--- config.mk ---
export PLATFORM = sky130hd
export DESIGN_NAME = polyphonic_voice_allocator_core
export DESIGN_NICKNAME = d
export VERILOG_FILES = /design/src/hw/rtl/pva_pkg.sv /design/src/hw/rtl/pva_front.sv /design/src/hw/rtl/pva_fifo.sv /design/src/hw/rtl/pva_engine.sv /design/src/hw/rtl/polyphonic_voice_allocator_core.sv
export SDC_FILE = /design/constraint.sdc
export NUM_CORES = 1
export LEC_CHECK = 0
export ABC_AREA = 0
export BUFFER_PORTS_ARGS = -buffer_cell sky130_fd_sc_hd__buf_2
export CORE_MARGIN = 5
export CORE_UTILIZATION = 35
export CTS_CLUSTER_DIAMETER = 60
export DETAILED_ROUTE_END_ITERATION = 16
export MAX_ROUTING_LAYER = met4
export SKIP_LAST_GASP = 1
export SLEW_MARGIN = 20
export SYNTH_ARGS = -nofsm -noshare
export SYNTH_HDL_FRONTEND = slang
export SYNTH_SLANG_ARGS = --single-unit
--- constraint.sdc ---
create_clock -name clk -period 4.4 [get_ports clk]
set_input_delay 0.88 -clock clk [delete_from_list [all_inputs] [get_ports clk]]
set_output_delay 0.88 -clock clk [all_outputs]
set_load 0.02 [all_outputs]
--- src/hw/rtl/pva_pkg.sv ---
`timescale 1ns / 1ps
// Shared types and constants for the polyphonic voice allocator.
// Used by every module of the block; depends on nothing.
package pva_pkg;

	localparam int QDEPTH = 2;
	localparam int QPTR_W = 1;
	localparam int AGE_W = 32;

	typedef struct packed {
		logic       func;
		logic [6:0] value;
	} pva_in_t;

	typedef struct packed {
		logic [4:0] voice;
		logic [6:0] pitch;
		logic [6:0] velocity;
		logic       last;
	} pva_out_t;

	typedef enum logic {
		FUNC_NOTE = 1'b0,
		FUNC_SET_VEL = 1'b1
	} pva_func_t;

	typedef enum logic {
		CMD_ON = 1'b0,
		CMD_OFF = 1'b1
	} pva_kind_t;

	typedef struct packed {
		pva_kind_t  kind;
		logic [6:0] pitch;
		logic [6:0] velocity;
	} pva_cmd_t;

	typedef struct packed {
		logic full;
		logic empty;
	} pva_qstat_t;

	typedef struct packed {
		logic [4:0] active_voices;
		logic       steal_enable;
	} pva_cfg_t;

	typedef enum logic [2:0] {
		ST_IDLE,
		ST_SCAN,
		ST_DRAIN,
		ST_DECIDE,
		ST_STEAL
	} pva_state_t;

	typedef enum logic {
		REG_ACTIVE_VOICES = 1'b0,
		REG_STEAL_ENABLE = 1'b1
	} pva_reg_t;

endpackage

--- src/hw/rtl/pva_front.sv ---
`timescale 1ns / 1ps
// Front end: accepts input items, keeps the held velocity and classifies notes.
// Depends on pva_pkg; feeds the command queue.
module pva_front import pva_pkg::*; (
	input  logic       clk,
	input  logic       arst_n,
	input  logic       start,
	input  pva_in_t    item,
	input  pva_qstat_t qstat,
	output logic       busy,
	output logic       push,
	output pva_cmd_t   cmd
);

	logic [6:0] held_velocity_q;
	logic       accept;

	assign busy = qstat.full;
	assign accept = start && !qstat.full;

	// Velocity changes are applied here in arrival order, so every queued note
	// already carries the velocity that was held when it arrived.
	always_ff @(posedge clk or negedge arst_n) begin
		if (!arst_n) begin
			held_velocity_q <= 7'd0;
		end else if (accept && item.func == FUNC_SET_VEL) begin
			held_velocity_q <= item.value;
		end
	end

	assign push = accept && item.func == FUNC_NOTE;

	always_comb begin
		cmd.kind = (held_velocity_q != 7'd0) ? CMD_ON : CMD_OFF;
		cmd.pitch = item.value;
		cmd.velocity = held_velocity_q;
	end

endmodule

--- src/hw/rtl/pva_fifo.sv ---
`timescale 1ns / 1ps
// Short command queue between the front end and the voice engine.
// Depends on pva_pkg for the command type and depth.
module pva_fifo import pva_pkg::*; (
	input  logic       clk,
	input  logic       arst_n,
	input  logic       push,
	input  pva_cmd_t   cmd_in,
	input  logic       pop,
	output pva_cmd_t   cmd_out,
	output pva_qstat_t qstat
);

	localparam int CNT_W = $clog2(QDEPTH + 1);

	pva_cmd_t           entry_q [QDEPTH];
	logic [QPTR_W-1:0]  wr_ptr_q;
	logic [QPTR_W-1:0]  rd_ptr_q;
	logic [CNT_W-1:0]   count_q;
	logic               do_push;
	logic               do_pop;

	assign qstat.full = (count_q == CNT_W'(QDEPTH));
	assign qstat.empty = (count_q == '0);
	assign do_push = push && !qstat.full;
	assign do_pop = pop && !qstat.empty;
	assign cmd_out = entry_q[rd_ptr_q];

	always_ff @(posedge clk) begin
		if (do_push) begin
			entry_q[wr_ptr_q] <= cmd_in;
		end
	end

	always_ff @(posedge clk or negedge arst_n) begin
		if (!arst_n) begin
			wr_ptr_q <= '0;
			rd_ptr_q <= '0;
			count_q <= '0;
		end else begin
			if (do_push) begin
				wr_ptr_q <= wr_ptr_q + 1'b1;
			end
			if (do_pop) begin
				rd_ptr_q <= rd_ptr_q + 1'b1;
			end
			if (do_push && !do_pop) begin
				count_q <= count_q + 1'b1;
			end else if (do_pop && !do_push) begin
				count_q <= count_q - 1'b1;
			end
		end
	end

endmodule

--- src/hw/rtl/pva_engine.sv ---
`timescale 1ns / 1ps
// Voice engine: scans the voice table one entry a cycle, picks the voice and
// sends the on and off messages. Depends on pva_pkg.
module pva_engine import pva_pkg::*; #(
	parameter int MAX_VOICES = 16
) (
	input  logic       clk,
	input  logic       arst_n,
	input  pva_cfg_t   cfg,
	input  pva_qstat_t qstat,
	input  pva_cmd_t   cmd_in,
	output logic       pop,
	output logic       result_valid,
	output pva_out_t   result
);

	localparam int IDX_W = (MAX_VOICES > 1) ? $clog2(MAX_VOICES) : 1;
	localparam int CNT_W = $clog2(MAX_VOICES + 1);
	localparam int ROW_W = 7 + AGE_W;

	pva_state_t state_q, state_d;

	// Voice table: pitch and age per voice, one write and one read port.
	logic [ROW_W-1:0]      mem [MAX_VOICES];
	logic [MAX_VOICES-1:0] written_q;
	logic [MAX_VOICES-1:0] busy_q;

	pva_cmd_t          cmd_q;
	logic [CNT_W-1:0]  scan_q;
	logic [CNT_W-1:0]  n_voices;
	logic [AGE_W-1:0]  counter_q;

	logic [ROW_W-1:0]  rd_row_s1;
	logic              rd_vld_s1;
	logic [IDX_W-1:0]  idx_s1;
	logic              cmp_s1;

	logic              have_on_q, have_off_q;
	logic [IDX_W-1:0]  on_idx_q, off_idx_q;
	logic [AGE_W-1:0]  on_age_q, off_age_q;
	logic [6:0]        on_pitch_q;

	logic [6:0]        row_pitch;
	logic [AGE_W-1:0]  row_age;
	logic              row_busy;
	logic              take_on, take_off;

	logic              wr_en;
	logic [IDX_W-1:0]  wr_idx;
	logic [6:0]        wr_pitch;
	logic              set_busy, clr_busy;
	logic              res_vld_d;
	pva_out_t          res_d;
	logic [IDX_W-1:0]  res_idx;
	logic [31:0]       voice_num;

	always_comb begin
		if (cfg.active_voices == 5'd0) begin
			n_voices = CNT_W'(1);
		end else if (32'(cfg.active_voices) > 32'(MAX_VOICES)) begin
			n_voices = CNT_W'(MAX_VOICES);
		end else begin
			n_voices = CNT_W'(cfg.active_voices);
		end
	end

	// Next state.
	always_comb begin
		state_d = state_q;
		case (state_q)
			ST_IDLE: begin
				if (!qstat.empty) begin
					state_d = ST_SCAN;
				end
			end
			ST_SCAN: begin
				if (scan_q == n_voices - 1'b1) begin
					state_d = ST_DRAIN;
				end
			end
			ST_DRAIN: state_d = ST_DECIDE;
			ST_DECIDE: begin
				if (cmd_q.kind == CMD_ON && !have_off_q && have_on_q && cfg.steal_enable) begin
					state_d = ST_STEAL;
				end else begin
					state_d = ST_IDLE;
				end
			end
			ST_STEAL: state_d = ST_IDLE;
			default: state_d = ST_IDLE;
		endcase
	end

	// Outputs of each state: table writes and the result for this cycle.
	always_comb begin
		pop = 1'b0;
		wr_en = 1'b0;
		wr_idx = off_idx_q;
		wr_pitch = cmd_q.pitch;
		set_busy = 1'b0;
		clr_busy = 1'b0;
		res_vld_d = 1'b0;
		res_idx = off_idx_q;
		res_d.pitch = cmd_q.pitch;
		res_d.velocity = cmd_q.velocity;
		res_d.last = 1'b1;
		case (state_q)
			ST_IDLE: pop = !qstat.empty;
			ST_DECIDE: begin
				if (cmd_q.kind == CMD_ON) begin
					if (have_off_q) begin
						wr_en = 1'b1;
						set_busy = 1'b1;
						res_vld_d = 1'b1;
					end else if (have_on_q && cfg.steal_enable) begin
						// First half of a steal: silence the old note.
						res_vld_d = 1'b1;
						res_idx = on_idx_q;
						res_d.pitch = on_pitch_q;
						res_d.velocity = 7'd0;
						res_d.last = 1'b0;
					end
				end else if (have_on_q) begin
					wr_en = 1'b1;
					wr_idx = on_idx_q;
					wr_pitch = on_pitch_q;
					clr_busy = 1'b1;
					res_vld_d = 1'b1;
					res_idx = on_idx_q;
					res_d.pitch = on_pitch_q;
					res_d.velocity = 7'd0;
				end
			end
			ST_STEAL: begin
				wr_en = 1'b1;
				wr_idx = on_idx_q;
				res_vld_d = 1'b1;
				res_idx = on_idx_q;
			end
			default: ;
		endcase
		voice_num = 32'(res_idx) + 32'd1;
		res_d.voice = voice_num[4:0];
	end

	always_ff @(posedge clk) begin
		if (wr_en) begin
			mem[wr_idx] <= {wr_pitch, counter_q};
		end
		rd_row_s1 <= mem[scan_q[IDX_W-1:0]];
		rd_vld_s1 <= written_q[scan_q[IDX_W-1:0]];
		idx_s1 <= scan_q[IDX_W-1:0];
		if (state_q == ST_IDLE) begin
			cmd_q <= cmd_in;
		end
		if (res_vld_d) begin
			result <= res_d;
		end
	end

	// An entry never written reads as pitch zero, age zero.
	assign row_pitch = rd_vld_s1 ? rd_row_s1[ROW_W-1 -: 7] : 7'd0;
	assign row_age = rd_vld_s1 ? rd_row_s1[AGE_W-1:0] : '0;
	assign row_busy = busy_q[idx_s1];
	// For a note off, the busy tracker only considers voices holding the pitch.
	assign take_on = cmp_s1 && row_busy && (cmd_q.kind == CMD_ON || row_pitch == cmd_q.pitch)
		&& (!have_on_q || row_age < on_age_q);
	assign take_off = cmp_s1 && !row_busy && (!have_off_q || row_age < off_age_q);

	always_ff @(posedge clk or negedge arst_n) begin
		if (!arst_n) begin
			state_q <= ST_IDLE;
			scan_q <= '0;
			cmp_s1 <= 1'b0;
			counter_q <= '0;
			written_q <= '0;
			busy_q <= '0;
			have_on_q <= 1'b0;
			have_off_q <= 1'b0;
			on_idx_q <= '0;
			off_idx_q <= '0;
			on_age_q <= '0;
			off_age_q <= '0;
			on_pitch_q <= '0;
			result_valid <= 1'b0;
		end else begin
			state_q <= state_d;
			cmp_s1 <= (state_q == ST_SCAN);
			result_valid <= res_vld_d;
			if (state_q == ST_SCAN) begin
				scan_q <= scan_q + 1'b1;
			end else begin
				scan_q <= '0;
			end
			if (state_q == ST_IDLE) begin
				have_on_q <= 1'b0;
				have_off_q <= 1'b0;
			end else begin
				if (take_on) begin
					have_on_q <= 1'b1;
					on_idx_q <= idx_s1;
					on_age_q <= row_age;
					on_pitch_q <= row_pitch;
				end
				if (take_off) begin
					have_off_q <= 1'b1;
					off_idx_q <= idx_s1;
					off_age_q <= row_age;
				end
			end
			if (wr_en) begin
				written_q[wr_idx] <= 1'b1;
				counter_q <= counter_q + 1'b1;
			end
			if (set_busy) begin
				busy_q[wr_idx] <= 1'b1;
			end
			if (clr_busy) begin
				busy_q[wr_idx] <= 1'b0;
			end
		end
	end

endmodule

--- src/hw/rtl/polyphonic_voice_allocator_core.sv ---
`timescale 1ns / 1ps
// Polyphonic voice allocator: a velocity setting is absorbed by the front end in
// the cycle it is taken; a note waits in a two-entry command queue and the voice
// engine then scans the active voices one per cycle, giving at most one result,
// or two when it steals a voice.
// start is taken whenever busy is low; busy is high only while the queue is full.
// Each result appears for one cycle with result_valid high and cannot be held off;
// the two results of a steal come in consecutive cycles. Depends on pva_pkg.
module polyphonic_voice_allocator_core import pva_pkg::*; #(
	parameter int MAX_VOICES = 16
) (
	input  logic        clk,
	input  logic        arst_n,
	input  logic        start,
	input  pva_in_t     item,
	output logic        busy,
	output logic        result_valid,
	output pva_out_t    result,
	input  logic        psel,
	input  logic        penable,
	input  logic        pwrite,
	input  logic [2:0]  paddr,
	input  logic [31:0] pwdata,
	output logic [31:0] prdata,
	output logic        pready
);

	pva_cfg_t   cfg_q;
	pva_qstat_t qstat;
	pva_cmd_t   push_cmd, head_cmd;
	logic       push, pop;
	pva_reg_t   reg_sel;

	assign pready = 1'b1;
	assign reg_sel = pva_reg_t'(paddr[2]);

	always_ff @(posedge clk or negedge arst_n) begin
		if (!arst_n) begin
			cfg_q.active_voices <= 5'd1;
			cfg_q.steal_enable <= 1'b0;
		end else if (psel && penable && pwrite && pready) begin
			case (reg_sel)
				REG_ACTIVE_VOICES: cfg_q.active_voices <= pwdata[4:0];
				REG_STEAL_ENABLE: cfg_q.steal_enable <= pwdata[0];
				default: ;
			endcase
		end
	end

	always_comb begin
		case (reg_sel)
			REG_ACTIVE_VOICES: prdata = {27'd0, cfg_q.active_voices};
			REG_STEAL_ENABLE: prdata = {31'd0, cfg_q.steal_enable};
			default: prdata = '0;
		endcase
	end

	pva_front u_front (
		.clk    (clk),
		.arst_n (arst_n),
		.start  (start),
		.item   (item),
		.qstat  (qstat),
		.busy   (busy),
		.push   (push),
		.cmd    (push_cmd)
	);

	pva_fifo u_fifo (
		.clk     (clk),
		.arst_n  (arst_n),
		.push    (push),
		.cmd_in  (push_cmd),
		.pop     (pop),
		.cmd_out (head_cmd),
		.qstat   (qstat)
	);

	pva_engine #(
		.MAX_VOICES (MAX_VOICES)
	) u_engine (
		.clk          (clk),
		.arst_n       (arst_n),
		.cfg          (cfg_q),
		.qstat        (qstat),
		.cmd_in       (head_cmd),
		.pop          (pop),
		.result_valid (result_valid),
		.result       (result)
	);

endmodule

==> results.cfg, run 1 <==
[route]
viasPerCell = 5.11
dr_total_vias = 18200
routed_wl_mm = 77.9
drt_pass1_iterations = 5
antenna_left = 0
drtIter0Drc = 1379
drc = 0
post_drt_wl_per_cell_um = 21.9

[timing]
relSlewSlack_pct = 34.2
worst_slew_pin_slew_ns = 0.987
fin_crit_sh_pct = 82.2
drv_slew = 0
fin_crit_ns = 3.62
finalSetupTns_ns = 0
setup_violations = 0
hold_violations = 0
timing.fmax_ghz = 0.276
finClkSkew_ns = 0.0251
rsz0062_at_grt = no

[clock_tree]
post-cts-setup-buffer-count = 0
root_buffer = clkbuf_16
hold_buffers = 0
cts_tree = built
cts_sinks = 905
path_clk_slew_ns = 0.06
clockBufferDepth = 3
ctsHtreeMaxLevel = 3
cts_buffers = 93
cts.repair.resized = 0
clk_latency_ns = 0.66

[placement]
gp_congestion = 0.809
hpwlAfterDp_mm = 44.3
dpl-instance-area_um2 = 38700
numPortBuffers = 46

[logic_synthesis]
syn_inst = 1987
synth_fa_ha_area_share_pct = 2.23
synth_edf_count = 689
synth-compound-area-share_pct = 2.79
yosys.area_share.simple_pct = 4.34
ys.flop_type = edfxtp_1
ys.warnings.count = 0
ys_seq_elements = 905
synth_top_family_by_area = multiplexers
ys_seq_area_share_pct = 70.9
synth.avg_cell_area_um2 = 18.4
yosysUniqueCellTypes = 73
synthMuxAreaShare_pct = 16.2
synth-async-reset-ratio_pct = 19.0
synth_xor_area_share_pct = 1.22
synth_area_um2 = 36500

[setup_path]
arrival_ns = 3.95
regToRegEndpoint = u_engine.mem[12][33]
r2r_slack_ns = 0.78
worst-path-max-fanout = 21
path_class = reg -> reg
rr_startpoint = u_engine.state_q[1]
cp_data_required_time_ns = 4.73
worst_setup_path_end_kind = register
ff2ff_path_depth = 8
critPathLaunchType = register

[global_route]
antenna_found_initial = 4
gr-total-overflow = 0
grt_usage_pct = 14.4
grt_pass1_wl_mm = 119
grt_use_met3_pct = 2.30
first_global_vias = 19000
top_usage_layer = met2
grt_max_degree = 89
grtUsageMet2_pct = 23.4
met1_usage_pct = 18.9

[die]
ios = 104
die-area_um2 = 111000
core_um2 = 104000
die-width_um = 333
initial_core_util_pct = 35.2
fp-row-count = 118
die_y_um = 333

[final_layout]
areaGrowthSynthToFinish_pct = 15.0
fill_cells = 9151
antenna_cells = 0
fin_nets = 2211
stdcell_area_um2 = 42000
drive_above_1_share_pct = 28.3

[power]
leakage_nw = 14.2
ir_worst_vdd_mv = 0.365
p_per_area_nw_per_um2 = 583

[min_path]
min_path_type = in -> async

[flow_run]
max_cap_viol_count = 0

[status]
status = finished, final reports clean
==> worst max-delay path by stage <==
stage / depth (start not counted) / startpoint / to
final: 8 / u_engine.state_q[1] / u_engine.mem[12][33]
after global routing: 11 / u_engine.rd_vld_s1 / u_engine.off_age_q[11]
after CTS: 11 / u_engine.rd_vld_s1 / u_engine.off_age_q[9]
after detailed placement: 11 / u_engine.rd_vld_s1 / u_engine.off_age_q[9]
after global placement: 11 / u_engine.rd_vld_s1 / u_engine.off_age_q[11]
after floorplan: 9 / u_engine.cmd_q[14] / u_engine.mem[2][0]
==> cell families after synthesis <==
logic type / count (synthesis)
buf+inv: 188
mux: 328
other cells: 2
simple gates: 288
fa+ha+maj: 65
compound gates: 160
flops: 905
xor+xnor: 51
==> layout make-up <==
| cell class | instances | area (um^2) | area share [%] |
|---|---|---|---|
| clock buffer | 121 | 2530 | 6.03 |
| clock inverter | 54 | 733 | 1.75 |
| inverter | 80 | 300 | 0.715 |
| multi-input combinational | 920 | 9990 | 23.8 |
| sequential | 905 | 25900 | 61.6 |
| tap | 1380 | 1730 | 4.11 |
| timing repair buffer | 97 | 847 | 2.02 |
==> report_power, final <==
| part | internal (mW) | switching [mW] | leakage, nW |
|---|---|---|---|
| Combinational | 2.53 | 2.78 | 4.03 |
| Sequential | 10.1 | 0.864 | 8.55 |
| Clock | 4.93 | 3.30 | 1.58 |
| Total | 17.6 | 6.94 | 14.2 |
==> placed cells by master, fill, tap and decap left out, drive strengths merged, types with 37 or more instances in the layout <==
| master | netlist | final |
|---|---|---|
| edfxtp | 689 | 689 |
| mux4 | 198 | 198 |
| dfrtp | 171 | 171 |
| clkbuf | 47 | 122 |
| mux2 | 110 | 110 |
| buf | 61 | 96 |
| inv | 80 | 85 |
| ha | 65 | 65 |
| nand2 | 62 | 62 |
| a21oi | 52 | 52 |
| and2 | 50 | 50 |
| dfxtp | 44 | 44 |
| o21ai | 37 | 37 |
| nor2 | 37 | 37 |
==> worst max-delay path, cell delays in order (launching register included) <==
cell and delay (ns):
dfrtp_1 0.56, nor3b_1 0.58, a22oi_1 0.15, nand2_1 0.15
a22oi_1 0.11, buf_4 0.20, a211oi_1 0.40, and2_2 0.79
buf_12 0.30
==> state kept, by name, indices dropped and copies added (netlist names), 15 cells and up, named ones only <==
name and cells:
u_engine.on_age_q 32, u_engine.written_q 16, u_engine.counter_q 32, u_engine.cmd_q 15, u_engine.rd_row_s1 39, u_engine.off_age_q 32, u_fifo.entry_q 30, u_engine.mem 624
u_engine.result 20
==> layer usage <==
metal	vias up	wire length [um]
met2	513	38500
met3	128	4230
met4	0	1730
met5	-	0
li1	7964	-
met1	9586	33500
==> through the flow <==
step / total power [mW] / setup slack, ns / hold WS, ns / util [%] / instances
after global placement: 16.4 / 0.778 / 0.443 / 37.4 / 3382
final: 24.5 / 0.782 / 0.254 / 40.5 / 3557
after detailed placement: 16.5 / 0.747 / 0.449 / 37.4 / 3382
after floorplan: 14.9 / 0.449 / 0.345 / - / 2013
after global routing: 25.7 / 0.535 / 0.309 / 40.5 / 3557
after CTS: 24.8 / 0.723 / 0.277 / 40.5 / 3557
==> cells in the mapped netlist (3+ instances only) <==
| library cell | count | share of area [%] |
|---|---|---|
| buf_6 | 5 | 0.15 |
| mux4_1 | 4 | 0.29 |
| nand3_1 | 17 | 0.23 |
| nand2b_1 | 13 | 0.22 |
| and2_1 | 32 | 0.55 |
| nor2_1 | 37 | 0.38 |
| clkbuf_1 | 46 | 0.47 |
| a21oi_1 | 52 | 0.71 |
| o21ai_0 | 36 | 0.49 |
| a211oi_1 | 5 | 0.10 |
| a21o_1 | 8 | 0.16 |
| nor4_1 | 4 | 0.069 |
| or3_1 | 3 | 0.051 |
| dfrtp_1 | 171 | 12 |
| mux2_2 | 110 | 3.4 |
| nand4_1 | 22 | 0.38 |
| or2_2 | 13 | 0.22 |
| inv_1 | 80 | 0.82 |
| and4_1 | 6 | 0.14 |
| buf_4 | 29 | 0.60 |
| mux4_2 | 194 | 12 |
| ha_1 | 65 | 2.2 |
| buf_1 | 21 | 0.22 |
| and3_1 | 19 | 0.33 |
| xor2_1 | 15 | 0.36 |
| buf_2 | 6 | 0.082 |
| a21boi_0 | 3 | 0.062 |
| a221o_1 | 3 | 0.082 |
| o21bai_1 | 5 | 0.10 |
| edfxtp_1 | 689 | 57 |
| a22oi_1 | 8 | 0.16 |
| a31oi_1 | 11 | 0.19 |
| nor2b_1 | 15 | 0.26 |
| nand2_1 | 62 | 0.64 |
| nor3_1 | 12 | 0.16 |
| xnor2_1 | 36 | 0.86 |
| o21a_1 | 4 | 0.082 |
| and2_2 | 18 | 0.37 |
| mux2i_1 | 20 | 0.55 |
| o22ai_1 | 3 | 0.051 |
| dfxtp_1 | 44 | 2.4 |
No activity file was read; power rests on OpenSTA's default activity.
==> inputs of run 2 (changes only) <==
Settings changed: ABC_AREA 0 to 1.
Clock period 4.4 ns to 3.6 ns, I/O delays scaled along.
==> run 2 against run 1 <==
  * Critical path depth grew 4
  * Final area grew 2.9%
  * Sequential share of layout area shrank 1.7 points
  * Final cell count grew 35%
  * Via count grew 36%
  * Synthesized area grew 3.5%
  * Clock skew shrank 0.0056 ns
  * Worst setup slack lost 0.29 ns
  * Clock-buffer cell count grew 4
  * Clock power grew 18%
==> results.cfg, run 2 <==
[status]
status = finished, final reports clean

[logic_synthesis]
ys.flop_type = edfxtp_1
synth.avg_cell_area_um2 = 11.6
syn_inst = 3269
synth_area_leader_cell = edfxtp_1
synth_area_leaders = edfxtp_1 55%, dfrtp_1 11%, o21ai_0 5.4%
synth_edf_count = 689
synth.most_common_cell = edfxtp_1
yosysTopAreaCellShare_pct = 54.7
synth-async-reset-ratio_pct = 19.0
ys_seq_area_share_pct = 68.5
ys_seq_elements = 905
synth_area_um2 = 37800
ys.warnings.count = 0
yosysUniqueCellTypes = 51
ys_top_cells_by_count = 689 x edfxtp_1, 459 x nand2_1, 413 x nor2_1

[timing]
relSlewSlack_pct = 25.4
drv_slew = 0
fin_crit_ns = 3.11
rsz0062_at_grt = no
fin_crit_sh_pct = 86.3
worst_slew_pin_slew_ns = 1.11
timing.fmax_ghz = 0.322
finClkSkew_ns = 0.0195
finalSetupTns_ns = 0
setup_violations = 0
hold_violations = 0

[route]
drc = 0
dr_total_vias = 24700
routed_wl_mm = 94.3
drtIter0Drc = 2278
post_drt_wl_per_cell_um = 19.6
viasPerCell = 5.14
antenna_left = 0
drt_pass1_iterations = 6

[global_route]
first_global_vias = 23700
grt_usage_pct = 16.5
antenna_found_initial = 6
grt_pass1_wl_mm = 144
gr-total-overflow = 0
grt_max_degree = 179

[power]
leakage_nw = 16.0
ir_worst_vdd_mv = 0.675
p_sw_share_pct = 36.3
power.share.clock_pct = 29.3
p_sw_mw = 12.1
design_power_total_mw = 33.3
seqPwrFrac_pct = 40.1
p_int_mw = 21.2
p_per_area_nw_per_um2 = 769
pwr-share-comb_pct = 30.6

[final_layout]
drive_above_1_share_pct = 10.2
final_cell_mix = 689 x edfxtp_1, 459 x nand2_1, 405 x o21ai_0
fill_cells = 10100
final_common_cell = edfxtp_1
final_core_util_pct = 40.3
fin_nets = 3434
largest_reg_flops = 624
top_regs = u_engine.mem (624), u_engine.rd_row_s1 (39)
areaGrowthSynthToFinish_pct = 14.4
largest_register = u_engine.mem

[clock_tree]
cts_sinks = 905
clk_latency_ns = 0.65
clockBufferDepth = 3
ctsHtreeMaxLevel = 3
hold_buffers = 0
cts_tree = built
post-cts-setup-buffer-count = 0
cts.repair.resized = 0
cts_buffers = 95
path_clk_slew_ns = 0.06
root_buffer = clkbuf_16

[setup_path]
worst-path-max-fanout = 27
path_class = reg -> reg
worst_setup_path_end_kind = register
critPathLaunchType = register
arrival_ns = 3.42
cp_data_required_time_ns = 3.92

[die]
initial_core_util_pct = 35.3
die-width_um = 339
die_y_um = 339
core_um2 = 107000
fp-row-count = 120
die-area_um2 = 115000
ios = 104

[placement]
hpwlAfterDp_mm = 53.6
gp_congestion = 0.833
numPortBuffers = 46

[min_path]
min_path_type = in -> async

[flow_run]
max_cap_viol_count = 0
## run 2: cell types whose count changed in the layout (fill, tap and decap cells not counted), sizes merged, moves of 140 or more
cell,delta
nand2,+406
mux4,-198
o21ai,+373
inv,+151
nor2,+381
nand3,+140
## run 2: worst paths after layout
check                                           start  cells after the start  slack (ns)                    end
worst min-delay path                           arst_n                      1        0.04  u_engine.off_age_q[6]
worst min register to register  u_engine.written_q[0]                      1        0.46  u_engine.written_q[0]
max in group asynchronous                      arst_n                      2        2.69  u_engine.written_q[8]
min in group clk                              item[6]                      1        0.28  u_fifo.entry_q[1][13]
worst max-delay path              u_engine.state_q[2]                     12        0.49   u_engine.mem[10][31]
worst max register to register    u_engine.state_q[2]                     12        0.49   u_engine.mem[10][31]
## run 2: metrics by stage
step                instance area [um^2]  std cells  hold slack, ns  setup WS, ns
finish                             43200       4808          0.0417         0.494
global route                       43200       4807          0.0810         0.234
CTS                                43200       4805          0.0663         0.457
detailed placement                 40100       4626           0.446         0.484
global placement                   40100       4625           0.439         0.400
floorplan                          37900       3295           0.345     0.0000959
## run 2: critical path, stage by stage, from the launching register on
cell     delay [ns]
dfrtp_1        0.42
inv_1          0.15
nand3_4        0.17
inv_1          0.27
buf_4          0.21
nand2_1        0.06
nand2_1        0.12
buf_4          0.14
nand2_1        0.08
inv_1          0.09
nand2_1        0.14
nor2_4         0.56
buf_12         0.34
## run 2: kinds of logic (layout without fill, tap and decap cells)
family	Yosys count	count (layout)	synth area share (%)
AO/OA/AOI/OAI	695	695	11.0
XOR/XNOR	48	48	1.11
adder cells (fa/ha/maj)	65	65	2.15
buffers and inverters	442	549	4.92
flip-flops	905	905	68.5
multiplexers	7	7	0.209
other	2	31	0.0199
AND/OR/NAND/NOR	1105	1105	12.2
## run 2: final cells by class
cell class                 instances  area, um^2  area share, %
sequential                       905       25900           59.9
multi-input combinational       1948       10300           23.8
clock buffer                     125        2650           6.12
tap                             1403        1760           4.06
timing repair buffer             137        1290           2.99
inverter                         233         885           2.05
clock inverter                    54         473           1.09
antenna                            3        7.51         0.0174
## run 2: metal layers
metal	up-vias	part of all wire (%)	wire [um]	track usage, %
li1	11600	-	-	-
met1	12200	45	42400	22.3
met2	699	47	44300	26.1
met3	149	6.2	5810	3.00
met4	0	2.0	1900	3.67
met5	-	0	0	-
## run 2: power groups by stage
stage               Sequential (mW)  Combinational [mW]  Clock [mW]
global route                   13.4                11.4        10.4
detailed placement             13.5                10.2           0
global placement               13.5                10.1           0
floorplan                      13.0                7.10           0
finish                         13.3                10.2        9.74
CTS                            13.3                10.2        9.93
==> inputs of run 3 (changes only) <==
Clock period 3.6 ns to 2.7 ns, I/O delays scaled along.
==> run 3 against run 2 <==
  * Total power rose by 34%
  * Clock skew rose by 0.00094 ns
  * Clock-buffer cell count up 13
  * Clock power grew 29%
  * Critical endpoint is now u_engine.mem[4][14]
  * Largest power group unchanged
==> results.cfg, run 3 (synthesis gave the netlist of run 2 again) <==
[status]
status = finished, final reports clean

[global_route]
grt_pass1_wl_mm = 145
grt_use_met3_pct = 2.82
grt_max_degree = 113
gr-total-overflow = 0
first_global_vias = 24100
met1_usage_pct = 22.7
grt_usage_pct = 16.6
grtUsageMet2_pct = 26.4
antenna_found_initial = 7
top_usage_layer = met2

[flow_run]
max_cap_viol_count = 0

[route]
drt_pass1_iterations = 6
drtIter0Drc = 2332
post_drt_wl_per_cell_um = 19.7
dr_total_vias = 24900
routed_wl_mm = 95.6
viasPerCell = 5.14
drc = 0
antenna_left = 0

[setup_path]
path_class = reg -> reg
path_cells = inv_1 -> nand3_4 -> nand2_4 -> o22ai_1 -> inv_1 -> nand2_1 -> nor2_1 -> inv_1 -> nor2_1 -> inv_1 -> nor2_4 -> buf_12
cp_data_required_time_ns = 3.04
slowest_stage = dfrtp_1
ff2ff_path_depth = 12
arrival_ns = 2.93
worst_setup_path_end_kind = register
crit_top_cell = inv_1
rr_startpoint = u_engine.state_q[2]
critPathLaunchType = register
worst-path-max-fanout = 20
crit_buf_inv = 5
max_stage_delay_ns = 0.42
crit_family = simple AND/OR/NAND/NOR gates
regToRegEndpoint = u_engine.mem[4][14]
r2r_slack_ns = 0.11

[timing]
fin_crit_ns = 2.59
rsz0062_at_grt = no
fin_hold_ws_ns = 0.0989
fin_crit_sh_pct = 95.8
relSlewSlack_pct = 56.1
worst_slew_pin_slew_ns = 0.657
finClkSkew_ns = 0.0204
fin_ws_ns = 0.112
drv_slew = 0
hold_violations = 0
timing.fmax_ghz = 0.386
setup_violations = 0

[final_layout]
final_cell_mix = 689 x edfxtp_1, 458 x nand2_1, 405 x o21ai_0
areaGrowthSynthToFinish_pct = 16.1
final_core_util_pct = 40.9
antenna_cells = 0
fill_cells = 10100
fin_nets = 3487
final_common_cell = edfxtp_1
largest_register = u_engine.mem
top_regs = u_engine.mem (624), u_engine.rd_row_s1 (39)
largest_reg_flops = 624
drive_above_1_share_pct = 11.6

[min_path]
min_path_type = in -> reg
min-delay-start = item[6]
hold_end = u_fifo.entry_q[0][13]
min_path_cells = 1

[placement]
hpwlAfterDp_mm = 55.9
numPortBuffers = 46
gp_congestion = 0.843
dpl_worst_slack_ns = 0.160

[die]
die_y_um = 339
die-width_um = 339
core_um2 = 107000
fp-row-count = 120
initial_core_util_pct = 35.3
die-area_um2 = 115000
ios = 104

[power]
leakage_nw = 16.3
p_per_area_nw_per_um2 = 1010
ir_worst_vdd_mv = 0.631

[clock_tree]
cts_sinks = 905
ctsHtreeMaxLevel = 3
cts_buffers = 95
path_clk_slew_ns = 0.06
clockBufferDepth = 3
clk_latency_ns = 0.66
cts_tree = built
root_buffer = clkbuf_16
post-cts-setup-buffer-count = 0
[run 3: cell types whose count changed in the layout (fill, tap and decap cells not counted), moves of 2 or more]
cell | before | now
bufinv_16 | 7 | 1
buf_4 | 62 | 88
clkbuf_1 | 20 | 28
diode_2 | 3 | 0
buf_12 | 28 | 52
clkbuf_8 | 6 | 12
clkinv_1 | 17 | 11
clkinv_2 | 22 | 19
clkinv_8 | 0 | 3
inv_6 | 3 | 1
[run 3: worst max-delay path by stage]
| stage | startpoint | end | depth (start not counted) | slack, ns |
|---|---|---|---|---|
| after floorplan | u_engine.state_q[2] | u_engine.mem[13][0] | 9 | -0.30 |
| after global placement | u_engine.state_q[2] | u_engine.mem[2][17] | 12 | 0.18 |
| after detailed placement | u_engine.state_q[2] | u_engine.mem[4][11] | 12 | 0.16 |
| after CTS | u_engine.state_q[2] | u_engine.mem[1][7] | 10 | 0.15 |
| after global routing | u_engine.state_q[2] | u_engine.mem[11][8] | 10 | 0.0009 |
| final | u_engine.state_q[2] | u_engine.mem[4][14] | 12 | 0.11 |
[run 3: cell type report]
cell class | count | area [um^2] | share of cell area (%)
clock buffers | 138 | 2730 | 6.23
clock inverters | 41 | 304 | 0.693
inverters | 233 | 887 | 2.02
multi-input cells | 1948 | 10300 | 23.5
flip-flops and latches | 905 | 25900 | 59.0
well taps | 1403 | 1760 | 4.00
repair buffers | 190 | 2010 | 4.59
[run 3: worst register-to-register path, cell delays in order (launching register included)]
cell and delay (ns):
dfrtp_1 0.42, inv_1 0.14, nand3_4 0.17, nand2_4 0.16
o22ai_1 0.08, inv_1 0.07, nand2_1 0.16, nor2_1 0.23
inv_1 0.12, nor2_1 0.16, inv_1 0.13, nor2_4 0.20
buf_12 0.23
[run 3: layer usage]
metal	routed length (um)	part of all wire, %
met5	0	0
met4	1530	1.6
met3	6240	6.5
met2	45100	47
met1	42800	45
[run 3: through the flow]
stage                     instances  total power, mW  cell area, um^2  setup TNS (ns)
after CTS                      4856             44.7            43800               0
after global placement         4676             31.9            40800               0
final                          4858             44.5            43900               0
after global routing           4858             47.1            43900               0
after detailed placement       4676             32.1            40800               0
after floorplan                3295             26.8            37900         -118.62
[run 3: power breakdown]
part | leakage (nW) | total [mW] | internal [mW] | switching (mW)
sequential | 8.65 | 17.8 | 16.6 | 1.14
combinational | 6.18 | 14.1 | 4.51 | 9.62
clock | 1.49 | 12.6 | 7.18 | 5.41
[run 3: timing repair]
item | CTS | global route
hold buffers | 1 | 0
endpoints found under the hold margin | 54 | 0
gates resized for setup | 0 | 6
endpoints found under the setup margin | 0 | 74
